**config.mk**
```make
export PLATFORM = sky130hd
export DESIGN_NAME = keyed_dedup_keep_max_top
export DESIGN_NICKNAME = d
export VERILOG_FILES = /design/src/sv/kdd_pkg.sv /design/src/sv/kdd_ram.sv /design/src/sv/kdd_ctrl.sv /design/src/sv/keyed_dedup_keep_max_top.sv
export SDC_FILE = /design/constraint.sdc
export NUM_CORES = 2
export LEC_CHECK = 0
export ABC_AREA = 0
export BUFFER_PORTS_ARGS = -buffer_cell sky130_fd_sc_hd__buf_2
export CAP_MARGIN = 25
export CORE_UTILIZATION = 25
export CTS_CLUSTER_SIZE = 24
export DETAILED_ROUTE_END_ITERATION = 8
export GPL_TIMING_DRIVEN = 1
export PLACE_DENSITY = 0.39
export SLEW_MARGIN = 20
export SYNTH_ARGS = -nofsm -noshare
export SYNTH_HDL_FRONTEND = slang
export SYNTH_SLANG_ARGS = --single-unit
```
**constraint.sdc**
```tcl
create_clock -name clock -period 9.9 [get_ports clock]
set_input_delay 1.98 -clock clock [delete_from_list [all_inputs] [get_ports clock]]
set_output_delay 1.98 -clock clock [all_outputs]
set_load 0.02 [all_outputs]
```
**src/sv/kdd_pkg.sv**
```systemverilog
// Shared types and constants for the keyed dedup keep-max block.
`timescale 1ns / 1ps
`default_nettype none
package kdd_pkg;

   localparam int COORD_W  = 31;
   localparam int LENGTH_W = 24;

   localparam logic OP_ADD   = 1'b0;
   localparam logic OP_FLUSH = 1'b1;

   typedef struct packed {
      logic                operation;
      logic [COORD_W-1:0]  rec_start;
      logic [COORD_W-1:0]  rec_end;
      logic [LENGTH_W-1:0] rec_length;
   } kdd_req_type;

   typedef struct packed {
      logic [COORD_W-1:0]  out_start;
      logic [COORD_W-1:0]  out_end;
      logic [LENGTH_W-1:0] out_length;
      logic                last;
      logic                overflow;
   } kdd_rsp_type;

   // One stored table entry.
   typedef struct packed {
      logic [COORD_W-1:0]  start;
      logic [COORD_W-1:0]  stop;
      logic [LENGTH_W-1:0] length;
   } kdd_entry_type;

   localparam int ENTRY_W = $bits(kdd_entry_type);

   typedef enum logic [1:0] {
      ST_IDLE,
      ST_SEARCH,
      ST_FLUSH
   } kdd_state_type;

   // Result load request from the controller to the output register.
   typedef struct packed {
      logic load;
      logic last;
      logic overflow;
   } kdd_emit_type;

   // Controller status seen by the top level.
   typedef struct packed {
      logic busy;
      logic table_empty;
      logic tail_valid;
      logic overflow;
   } kdd_status_type;

endpackage
`default_nettype wire

```
**src/sv/kdd_ram.sv**
```systemverilog
// Generic simple dual-port RAM with registered read data.
`timescale 1ns / 1ps
`default_nettype none
module kdd_ram #(
   parameter int WIDTH = 8,
   parameter int DEPTH = 32,
   parameter int AW    = 5
) (
   input  wire logic             clock,
   input  wire logic             we,
   input  wire logic [AW-1:0]    waddr,
   input  wire logic [WIDTH-1:0] wdata,
   input  wire logic             re,
   input  wire logic [AW-1:0]    raddr,
   output logic      [WIDTH-1:0] rdata
);

   logic [WIDTH-1:0] mem_ff [DEPTH];
   logic [WIDTH-1:0] rdata_ff;

   always_ff @(posedge clock) begin
      if (we) begin
         mem_ff[waddr] <= wdata;
      end
      // hold read data while no read is issued
      if (re) begin
         rdata_ff <= mem_ff[raddr];
      end
   end

   assign rdata = rdata_ff;

endmodule
`default_nettype wire

```
**src/sv/kdd_ctrl.sv**
```systemverilog
// Search, append and flush sequencer with valid bits and fill count.
`timescale 1ns / 1ps
`default_nettype none
module kdd_ctrl #(
   parameter int TABLE_DEPTH = 32,
   parameter int IDX_W       = 5
) (
   input  wire logic                   clock,
   input  wire logic                   reset,
   input  wire logic                   req_valid,
   input  wire kdd_pkg::kdd_req_type   req_data,
   input  wire kdd_pkg::kdd_entry_type rd_data,
   input  wire logic                   out_free,
   output logic                        ram_re,
   output logic [IDX_W-1:0]            ram_raddr,
   output logic                        ram_we,
   output logic [IDX_W-1:0]            ram_waddr,
   output kdd_pkg::kdd_entry_type      ram_wdata,
   output kdd_pkg::kdd_emit_type       emit,
   output kdd_pkg::kdd_status_type     status
);
   import kdd_pkg::*;

   localparam int CNT_W = $clog2(TABLE_DEPTH + 1);
   localparam logic [CNT_W-1:0] FULL_CNT = CNT_W'(TABLE_DEPTH);
   localparam logic [CNT_W-1:0] ONE_CNT  = CNT_W'(1);

   kdd_state_type          state_ff, state_in;
   logic [CNT_W-1:0]       rd_ptr_ff, rd_ptr_in;
   logic                   chk_pend_ff, chk_pend_in;
   logic [IDX_W-1:0]       chk_idx_ff, chk_idx_in;
   logic [CNT_W-1:0]       fill_ff, fill_in;
   logic                   ovf_ff, ovf_in;
   logic [TABLE_DEPTH-1:0] valid_ff, valid_in;
   kdd_entry_type          rec_ff, rec_in;

   logic             more;
   logic             match;
   logic             longer;
   logic             emit_vld;
   logic [CNT_W-1:0] tail_cnt;

   assign more     = rd_ptr_ff < fill_ff;
   assign match    = chk_pend_ff && valid_ff[chk_idx_ff]
                     && rd_data.start == rec_ff.start && rd_data.stop == rec_ff.stop;
   assign longer   = rd_data.length > rec_ff.length;
   assign emit_vld = chk_pend_ff && valid_ff[chk_idx_ff];
   assign tail_cnt = fill_ff - ONE_CNT;

   always_ff @(posedge clock) begin
      if (reset) begin
         state_ff    <= ST_IDLE;
         rd_ptr_ff   <= '0;
         chk_pend_ff <= 1'b0;
         fill_ff     <= '0;
         ovf_ff      <= 1'b0;
         valid_ff    <= '0;
      end else begin
         state_ff    <= state_in;
         rd_ptr_ff   <= rd_ptr_in;
         chk_pend_ff <= chk_pend_in;
         fill_ff     <= fill_in;
         ovf_ff      <= ovf_in;
         valid_ff    <= valid_in;
      end
   end

   always_ff @(posedge clock) begin
      chk_idx_ff <= chk_idx_in;
      rec_ff     <= rec_in;
   end

   always_comb begin
      state_in    = state_ff;
      rd_ptr_in   = rd_ptr_ff;
      chk_pend_in = chk_pend_ff;
      chk_idx_in  = chk_idx_ff;
      fill_in     = fill_ff;
      ovf_in      = ovf_ff;
      valid_in    = valid_ff;
      rec_in      = rec_ff;
      ram_re      = 1'b0;
      ram_raddr   = rd_ptr_ff[IDX_W-1:0];
      ram_we      = 1'b0;
      ram_waddr   = fill_ff[IDX_W-1:0];
      ram_wdata   = rec_ff;
      emit        = '0;

      case (state_ff)
         ST_IDLE: begin
            chk_pend_in = 1'b0;
            rd_ptr_in   = '0;
            if (req_valid) begin
               rec_in.start  = req_data.rec_start;
               rec_in.stop   = req_data.rec_end;
               rec_in.length = req_data.rec_length;
               if (req_data.operation == OP_FLUSH) begin
                  // empty group: only drop the overflow mark
                  if (fill_ff == '0) begin
                     ovf_in = 1'b0;
                  end else begin
                     state_in = ST_FLUSH;
                  end
               end else if (fill_ff == FULL_CNT) begin
                  ovf_in = 1'b1;
               end else begin
                  state_in = ST_SEARCH;
               end
            end
         end
         ST_SEARCH: begin
            if (match && longer) begin
               // kept record is longer: drop the new one
               chk_pend_in = 1'b0;
               state_in    = ST_IDLE;
            end else begin
               if (match) begin
                  valid_in[chk_idx_ff] = 1'b0;
               end
               if (more) begin
                  ram_re      = 1'b1;
                  rd_ptr_in   = rd_ptr_ff + ONE_CNT;
                  chk_pend_in = 1'b1;
                  chk_idx_in  = rd_ptr_ff[IDX_W-1:0];
               end else begin
                  ram_we                          = 1'b1;
                  valid_in[fill_ff[IDX_W-1:0]]    = 1'b1;
                  fill_in                         = fill_ff + ONE_CNT;
                  chk_pend_in                     = 1'b0;
                  state_in                        = ST_IDLE;
               end
            end
         end
         ST_FLUSH: begin
            emit.load     = emit_vld && out_free;
            emit.last     = chk_idx_ff == tail_cnt[IDX_W-1:0];
            emit.overflow = ovf_ff;
            // advance unless a live entry waits for the output register
            if (!emit_vld || out_free) begin
               if (more) begin
                  ram_re      = 1'b1;
                  rd_ptr_in   = rd_ptr_ff + ONE_CNT;
                  chk_pend_in = 1'b1;
                  chk_idx_in  = rd_ptr_ff[IDX_W-1:0];
               end else begin
                  chk_pend_in = 1'b0;
                  valid_in    = '0;
                  fill_in     = '0;
                  ovf_in      = 1'b0;
                  state_in    = ST_IDLE;
               end
            end
         end
         default: begin
            state_in = ST_IDLE;
         end
      endcase
   end

   assign status.busy        = state_ff != ST_IDLE;
   assign status.table_empty = fill_ff == '0;
   assign status.tail_valid  = valid_ff[tail_cnt[IDX_W-1:0]];
   assign status.overflow    = ovf_ff;

endmodule
`default_nettype wire

```
**src/sv/keyed_dedup_keep_max_top.sv**
```systemverilog
// Top level of the keyed dedup keep-max block: table RAM, sequencer, result register.
// Add beat: stall while each filled slot is read and compared in turn, the last compare
// with the append write; the search ends early when a longer kept record matches, no stall when full.
// Flush beat: busy while each filled slot is read out, plus result stall; an empty table only clears overflow.
// Next beat is taken the cycle the stall drops.
// Reset clears valid bits, fill count, overflow mark and result valid; RAM is not cleared.
`timescale 1ns / 1ps
`default_nettype none
module keyed_dedup_keep_max_top #(
   parameter int TABLE_DEPTH = 32
) (
   input  wire logic                 clock,
   input  wire logic                 reset,
   input  wire logic                 req_valid,
   output logic                      req_stall,
   input  wire kdd_pkg::kdd_req_type req_data,
   output logic                      rsp_valid,
   input  wire logic                 rsp_stall,
   output kdd_pkg::kdd_rsp_type      rsp_data
);
   import kdd_pkg::*;

   localparam int IDX_W = (TABLE_DEPTH > 1) ? $clog2(TABLE_DEPTH) : 1;

   // Table RAM ports, driven by the sequencer.
   logic             ram_re;
   logic [IDX_W-1:0] ram_raddr;
   logic             ram_we;
   logic [IDX_W-1:0] ram_waddr;
   kdd_entry_type    ram_wdata;
   kdd_entry_type    rd_entry;

   kdd_emit_type   emit;
   kdd_status_type status;

   // Result register: holds one beat so the sequencer runs on while it waits.
   logic        rsp_valid_ff, rsp_valid_in;
   kdd_rsp_type rsp_data_ff;
   logic        out_free;

   kdd_ram #(
      .WIDTH (ENTRY_W),
      .DEPTH (TABLE_DEPTH),
      .AW    (IDX_W)
   ) u_table (
      .clock (clock),
      .we    (ram_we),
      .waddr (ram_waddr),
      .wdata (ram_wdata),
      .re    (ram_re),
      .raddr (ram_raddr),
      .rdata (rd_entry)
   );

   kdd_ctrl #(
      .TABLE_DEPTH (TABLE_DEPTH),
      .IDX_W       (IDX_W)
   ) u_ctrl (
      .clock     (clock),
      .reset     (reset),
      .req_valid (req_valid),
      .req_data  (req_data),
      .rd_data   (rd_entry),
      .out_free  (out_free),
      .ram_re    (ram_re),
      .ram_raddr (ram_raddr),
      .ram_we    (ram_we),
      .ram_waddr (ram_waddr),
      .ram_wdata (ram_wdata),
      .emit      (emit),
      .status    (status)
   );

   // Take new requests only while the sequencer is idle.
   assign req_stall = status.busy;

   // Free when empty or when the waiting beat leaves this cycle.
   assign out_free     = !rsp_valid_ff || !rsp_stall;
   assign rsp_valid_in = emit.load || (rsp_valid_ff && rsp_stall);

   always_ff @(posedge clock) begin
      if (reset) begin
         rsp_valid_ff <= 1'b0;
      end else begin
         rsp_valid_ff <= rsp_valid_in;
      end
   end

   // Load payload straight from the RAM read register.
   always_ff @(posedge clock) begin
      if (emit.load) begin
         rsp_data_ff.out_start  <= rd_entry.start;
         rsp_data_ff.out_end    <= rd_entry.stop;
         rsp_data_ff.out_length <= rd_entry.length;
         rsp_data_ff.last       <= emit.last;
         rsp_data_ff.overflow   <= emit.overflow;
      end
   end

   assign rsp_valid = rsp_valid_ff;
   assign rsp_data  = rsp_data_ff;

`ifndef NO_ASSERTIONS
   // The newest appended entry stays valid; the last flag depends on it.
   a_tail_valid: assert property (@(posedge clock) disable iff (reset)
      !status.table_empty |-> status.tail_valid)
      else $error("tail entry of a non-empty table is not valid");

   // Never overwrite a result beat that is still waiting.
   a_no_overwrite: assert property (@(posedge clock) disable iff (reset)
      emit.load |-> (!rsp_valid_ff || !rsp_stall))
      else $error("result register overwritten while stalled");

   // A flush beat either starts a walk or leaves an empty, clean table.
   a_flush_start: assert property (@(posedge clock) disable iff (reset)
      (req_valid && !req_stall && req_data.operation == OP_FLUSH) |=>
      (status.busy || (status.table_empty && !status.overflow)))
      else $error("flush beat left table state behind");
`endif

endmodule
`default_nettype wire
```
== Word level (Yosys, flattened, before mapping) ==
Memory sizes are Yosys's and may differ from the RTL's. A register that Yosys moved wholly into a read port is not among the register bits.
Cells that the tools add are included.

* Reduce and logical (&&, ||, !) cells: 28
* Eq/ne operators: 15
* Magnitude comparators: 6
* Add/subtract/negate cells: 3
* Bitwise gates (word level): 3
* Mux-type cells: 54

{| class="wikitable"
|+ Operators by type and width
! kind !! number
|-
| 32-bit 2-to-1 mux || 7
|-
| 32-bit one-hot mux with 2 select lines || 1
|-
| 31-bit == test || 2
|-
| 6-bit 2-to-1 mux || 7
|-
| 32-bit bitwise AND || 1
|-
| 32-bit NOT || 1
|-
| 32-bit bitwise OR || 1
|-
| 24-bit > comparator || 1
|-
| 1-bit 2-to-1 mux || 18
|-
| 6-bit one-hot mux with 3 select lines || 1
|-
| 5-bit 2-to-1 mux || 3
|-
| 2-bit 2-to-1 mux || 7
|-
| 6-bit by 1-bit adder with 6-bit output, second input constant || 2
|-
| 5-bit by 6-bit less-than comparator with 1-bit output, second input constant || 2
|-
| 6-bit one-hot mux with 2 select lines || 1
|-
| 1-bit demux with 5-bit select || 2
|-
| 5-bit by 1-bit greater-or-equal comparator with 1-bit output, second input constant || 2
|-
| 5-bit one-hot mux with 2 select lines || 1
|-
| 3-bit != test, second input constant || 3
|-
| 1-bit logical AND || 8
|-
| 2-bit != test, second input constant || 4
|-
| 4-bit AND reduction || 2
|-
| 6-bit == test, second input constant || 1
|-
| 6-bit logical NOT || 1
|-
| 21 further kinds || 30
|}

* Bits of input ports: 91
* Word-level logic and storage cells: 126
* Register bits: 228
* Bits in writable memories: 2752
* Output and inout port bits: 90
* Memories: 1

{| class="wikitable"
|+ Memories
! memory !! words !! width !! rd ports !! clocked after memory_dff !! write ports !! line !! RTL
|-
| u_table.mem_ff || 32 || 86 || 1 || 1 || 1 || kdd_ram.sv:18 || <nowiki>logic [WIDTH-1:0] mem_ff [DEPTH];</nowiki>
|}

== Logic depth before layout (Yosys ltp) ==
* Depth in word-level cells: 13
* Depth in mapped cells: 12
* Gate-level depth less buffers: 10

== Cells and area by module ==
Synthesis repeated with hierarchy kept, for this count alone.

* Cells, all modules: 5793
* Area, all modules: 117416.4 um2

{| class="wikitable"
|+ By module, submodules not included
! module !! area an instance (um2) !! cells each !! seq. area each (um2) !! instances
|-
| kdd_ram || 107111.5 || 5022 || 85221.7 || 1
|-
| kdd_ctrl || 7629.8 || 679 || 3693.5 || 1
|-
| keyed_dedup_keep_max_top || 2675.1 || 92 || 2662.6 || 1
|}

== Worst setup path after synthesis ==
No wires, ideal clock.

* Path type: reg-to-reg
* Start: register u_ctrl.rec_ff, in the netlist u_ctrl.ram_wdata[11]
* End: register u_table.rdata_ff[0], in the netlist u_table.rdata[0] (read register of u_table.mem_ff) (enable)
* Arrival time: 6.304 ns
* Slack: 3.038 ns
* Period minus slack after synthesis: 6.862 ns
* Data required time: 9.342 ns
* Stages on the path, launching flop included: 11
* Library setup time: 0.558 ns
* Buffers on the path: 0
* Cell sequence: edfxtp_1 -> inv_1 -> ha_1 -> a21oi_1 -> o21ai_0 -> a221oi_1 -> o211ai_1 -> o21a_1 -> nand2_1 -> nand2_1 -> a21oi_1

* Word-level cells in the longest chain between the ends: 4

{| class="wikitable"
|+ RTL lines
! item !! line !! RTL
|-
| start, declared || kdd_ctrl.sv:35 || <nowiki>kdd_entry_type rec_ff, rec_in;</nowiki>
|-
| start signal, assigned || kdd_ctrl.sv:70 || <nowiki>rec_ff <= rec_in;</nowiki>
|-
| 24-bit > comparator || kdd_ctrl.sv:46 || <nowiki>assign longer = rd_data.length > rec_ff.length;</nowiki>
|-
| 1-bit logical AND || kdd_ctrl.sv:112 || <nowiki>if (match && longer) begin</nowiki>
|-
| 1-bit 2-to-1 mux || kdd_ctrl.sv:112 ||
|-
| 1-bit one-hot mux with 2 select lines || kdd_ctrl.sv:89 || <nowiki>case (state_ff)</nowiki>
|-
| named net ram_re || keyed_dedup_keep_max_top.sv:26 || <nowiki>logic ram_re;</nowiki>
|-
| end, declared || kdd_ram.sv:19 || <nowiki>logic [WIDTH-1:0] rdata_ff;</nowiki>
|}

The timed path passes the listed nets, and every way through them passes these cells.
A chain may end at the register's enable or synchronous reset.

== Final worst setup path ==
* Start: register u_ctrl.rec_ff, in the netlist u_ctrl.ram_wdata[18]
* End: memory u_table.mem_ff[8][20] (netlist bit) (enable)

* Word-level cells in the longest chain between the ends: 6

{| class="wikitable"
|+ RTL lines
! item !! line !! RTL
|-
| 24-bit > comparator || kdd_ctrl.sv:46 ||
|-
| 1-bit logical AND || kdd_ctrl.sv:112 ||
|-
| 1-bit 2-to-1 mux || kdd_ctrl.sv:112 ||
|-
| 1-bit 2-to-1 mux || kdd_ctrl.sv:89 ||
|-
| 1-bit 2-to-1 mux || kdd_ram.sv:22 || <nowiki>if (we) begin</nowiki>
|-
| 1-bit 2-to-1 mux (implied by the code) || kdd_ram.sv:23 || <nowiki>mem_ff[waddr] <= wdata;</nowiki>
|-
| end, declared || kdd_ram.sv:18 ||
|}

Every way passes these cells.

==> results.sh <==
export IMPL_status="finished, final reports clean"
export IMPL_hold_viol=0
export IMPL_ant_nets=0
export IMPL_portBuffers=180
export IMPL_fp_row_count=250
export IMPL_cts_setup_buffers=0
export IMPL_syn_nets=4890
export IMPL_grt_antenna_before_repair=33
export IMPL_ioPinCount=181
export IMPL_fillers=44600
export IMPL_startpoint_type="register"
export IMPL_p_total_mw=29.5
export IMPL_cts_clk_slew_worst_paths_ns=0.06
export IMPL_critPathBufInv=3
export IMPL_synthSimpleGateAreaFrac=0.00812
export IMPL_rsz0062_at_grt="false"
export IMPL_endpoint_kind="register"
export IMPL_max_freq_mhz=154
export IMPL_fin_skew_ns=0.0643
export IMPL_synth_area_um2=116000
export IMPL_cellLeakagePower_nw=41.0
export IMPL_nets=5408
export IMPL_pre_cts_ws_ns=3.27
export IMPL_drv_slew=0
export IMPL_drtIter0Drc=4950
export IMPL_grt_start_max_net_pins=124
export IMPL_drt_total_wl_um=357000
export IMPL_slew_headroom=0.200
export IMPL_drive_gt1_frac=0.338
export IMPL_holdBufCountCts=0
export IMPL_synth_compound_area_frac=0.00889
export IMPL_syn_avg_cell_area_um2=24.4
export IMPL_die_h_um=684
export IMPL_place_hpwl_um=195000
export IMPL_fp_dieArea_um2=468000
export IMPL_grt_usage=0.149
export IMPL_htree_levels=5
export IMPL_multi_input_area_um2=23900
export IMPL_drt_pass1_iterations=5
export IMPL_synthXorXnorAreaFrac=0.00528
export IMPL_cts_tree="yes"
export IMPL_clock_sinks=3066
export IMPL_final_common_cell="edfxtp_1"
export IMPL_power_density_nw_per_um2=213
export IMPL_ir_worst_vdd_uv=142
export IMPL_drc=0
export IMPL_path_cells="inv_1, ha_1, nand4_1, nor4_1, buf_4, nand2_1, o21a_1, a211oi_4, nand2_1, nor2_4, buf_4"
export IMPL_drv_cap=0
export IMPL_cp_top_family="simple AND/OR/NAND/NOR gates"
export IMPL_arrival_ns=7.01
export IMPL_syn_instance_count=4761
export IMPL_setup_viol=0
export IMPL_crit_type="reg -> reg"
export IMPL_ys_ff_latch=3066
export IMPL_clk_path_buf_depth=4
export IMPL_final_cell_mix="edfxtp_1, mux4_2, clkbuf_16"
export IMPL_synth_top_family_by_area="multiplexers"
export IMPL_holdWs_ns=0.465
export IMPL_regArea_um2=91600
export IMPL_cts_resized=0
export IMPL_synth_ff_type="edfxtp_1"
export IMPL_ys_seq_area_frac=0.788
export IMPL_insertion_delay_ns=0.97
export IMPL_synth_edf_count=3017
export IMPL_wire_per_inst_um=30.3
export IMPL_crit_slowest_cell="edfxtp_1"
export IMPL_setup_ws_ns=3.42
export IMPL_timing_final_crit_share=0.655
export IMPL_via_per_inst=4.51
export IMPL_setup_tns_ns=0
export IMPL_worst_path_max_fanout=38
export IMPL_critPathMaxStageDelay_ns=1.04
export IMPL_root_buffer="clkbuf_16"
export IMPL_gp_congestion=0.728
export IMPL_synthMuxAreaShare=0.177
export IMPL_min_path_type="reg -> reg"
export IMPL_core_area_um2=463000
export IMPL_synth_fa_ha_area_frac=0.00409
export IMPL_period_needed_ns=6.48
export IMPL_initial_core_util=0.251
export IMPL_worst_endpoint_required_ns=10.43
export IMPL_yosysWarnings=0
export IMPL_die_x_um=684
export IMPL_ys_async_sr_fraction=0
export IMPL_grt_pass1_vias=56200
export IMPL_cts_buffers_inserted=358
export IMPL_utilization=0.298
export IMPL_layout_area_overhead_vs_synth_pct=18.7
export IMPL_grt_ovfl_total=0
export IMPL_synth_distinct_cells=64
export IMPL_tightest_slew_ns=1.20
export IMPL_num_vias=53000
export IMPL_grt_pass1_wl_um=486000
## state kept, by name, summed over array words and instances (netlist names)
register	cells
u_ctrl.chk_pend_ff	1
u_table.rdata	86
u_ctrl.state_ff	2
rsp_valid	1
u_ctrl.rd_ptr_ff	6
rsp_data	88
u_ctrl.chk_idx_ff	5
u_ctrl.fill_ff	6
u_ctrl.ovf_ff	1
u_table.mem_ff	2752
u_ctrl.valid_ff	32
u_ctrl.ram_wdata	86
## cells in the mapped netlist, types with 5 or more instances
library cell	n	area share
mux4_2	868	0.17
edfxtp_1	3017	0.78
a31oi_1	34	0.0018
mux2_2	86	0.0083
xor2_1	68	0.0051
clkbuf_1	151	0.0049
nand2_1	34	0.0011
nand3_1	19	0.00082
nand4_1	16	0.00086
dfxtp_1	49	0.0084
buf_1	77	0.0025
a21oi_1	25	0.0011
nor3_1	8	0.00034
inv_1	40	0.0013
ha_1	38	0.0041
o21ai_0	74	0.0032
nand2b_1	5	0.00027
nor2_1	58	0.0019
nor4_1	18	0.00097
## routing by layer
metal | part of all wire | GRT usage | up-vias | wire, µm
met4 | 0.022 | 0.0333 | 6 | 7760
met5 | 0.00011 | 0 | - | 39
li1 | - | - | 21700 | -
met3 | 0.039 | 0.0216 | 406 | 13800
met1 | 0.43 | 0.199 | 29700 | 155000
met2 | 0.51 | 0.259 | 1237 | 181000
## where the power goes
part | leakage [nW] | switching (mW) | internal, mW | total, mW
Combinational | 7.76 | 1.01 | 0.586 | 1.60
Clock | 5.65 | 5.46 | 7.70 | 13.2
Sequential | 27.6 | 0.100 | 14.6 | 14.7
Total | 41.0 | 6.57 | 22.9 | 29.5
## path summary, 6_finish.rpt
path                                  startpoint                              end  slack (ns)  cells past startpoint
setup reg to reg  u_ctrl.ram_wdata[18]$_DFFE_PP_  u_table.mem_ff[8][20]$_DFFE_PP_        3.42                     11
setup / recovery  u_ctrl.ram_wdata[18]$_DFFE_PP_  u_table.mem_ff[8][20]$_DFFE_PP_        3.42                     11
hold reg to reg      u_table.rdata[71]$_DFFE_PP_           rsp_data[73]$_DFFE_PP_        0.47                      0
hold / removal       u_table.rdata[71]$_DFFE_PP_           rsp_data[73]$_DFFE_PP_        0.47                      0
## cell type report
cell class	count	share of cell area
repair buffers	390	0.0213
clock buffers	443	0.0685
diodes	7	0.000127
well taps	6174	0.0560
clock inverters	220	0.0158
inverters	43	0.00122
multi-input cells	1420	0.173
flip-flops and latches	3066	0.664
## kinds of logic after synthesis
family	after synthesis
AND/OR/NAND/NOR	186
multiplexers	956
flip-flops	3066
AO/OA/AOI/OAI	170
buffers and inverters	275
adder cells (fa/ha/maj)	38
XOR/XNOR	70
## stage by stage
step / std cells / area (µm²)
3_3_place_gp: 11100 / 126000
6_report: 11800 / 138000
5_1_grt: 11800 / 138000
2_1_floorplan: 4761 / 116000
4_1_cts: 11700 / 138000
3_5_place_dp: 11100 / 126000
Power figures use the tool's default switching activity.
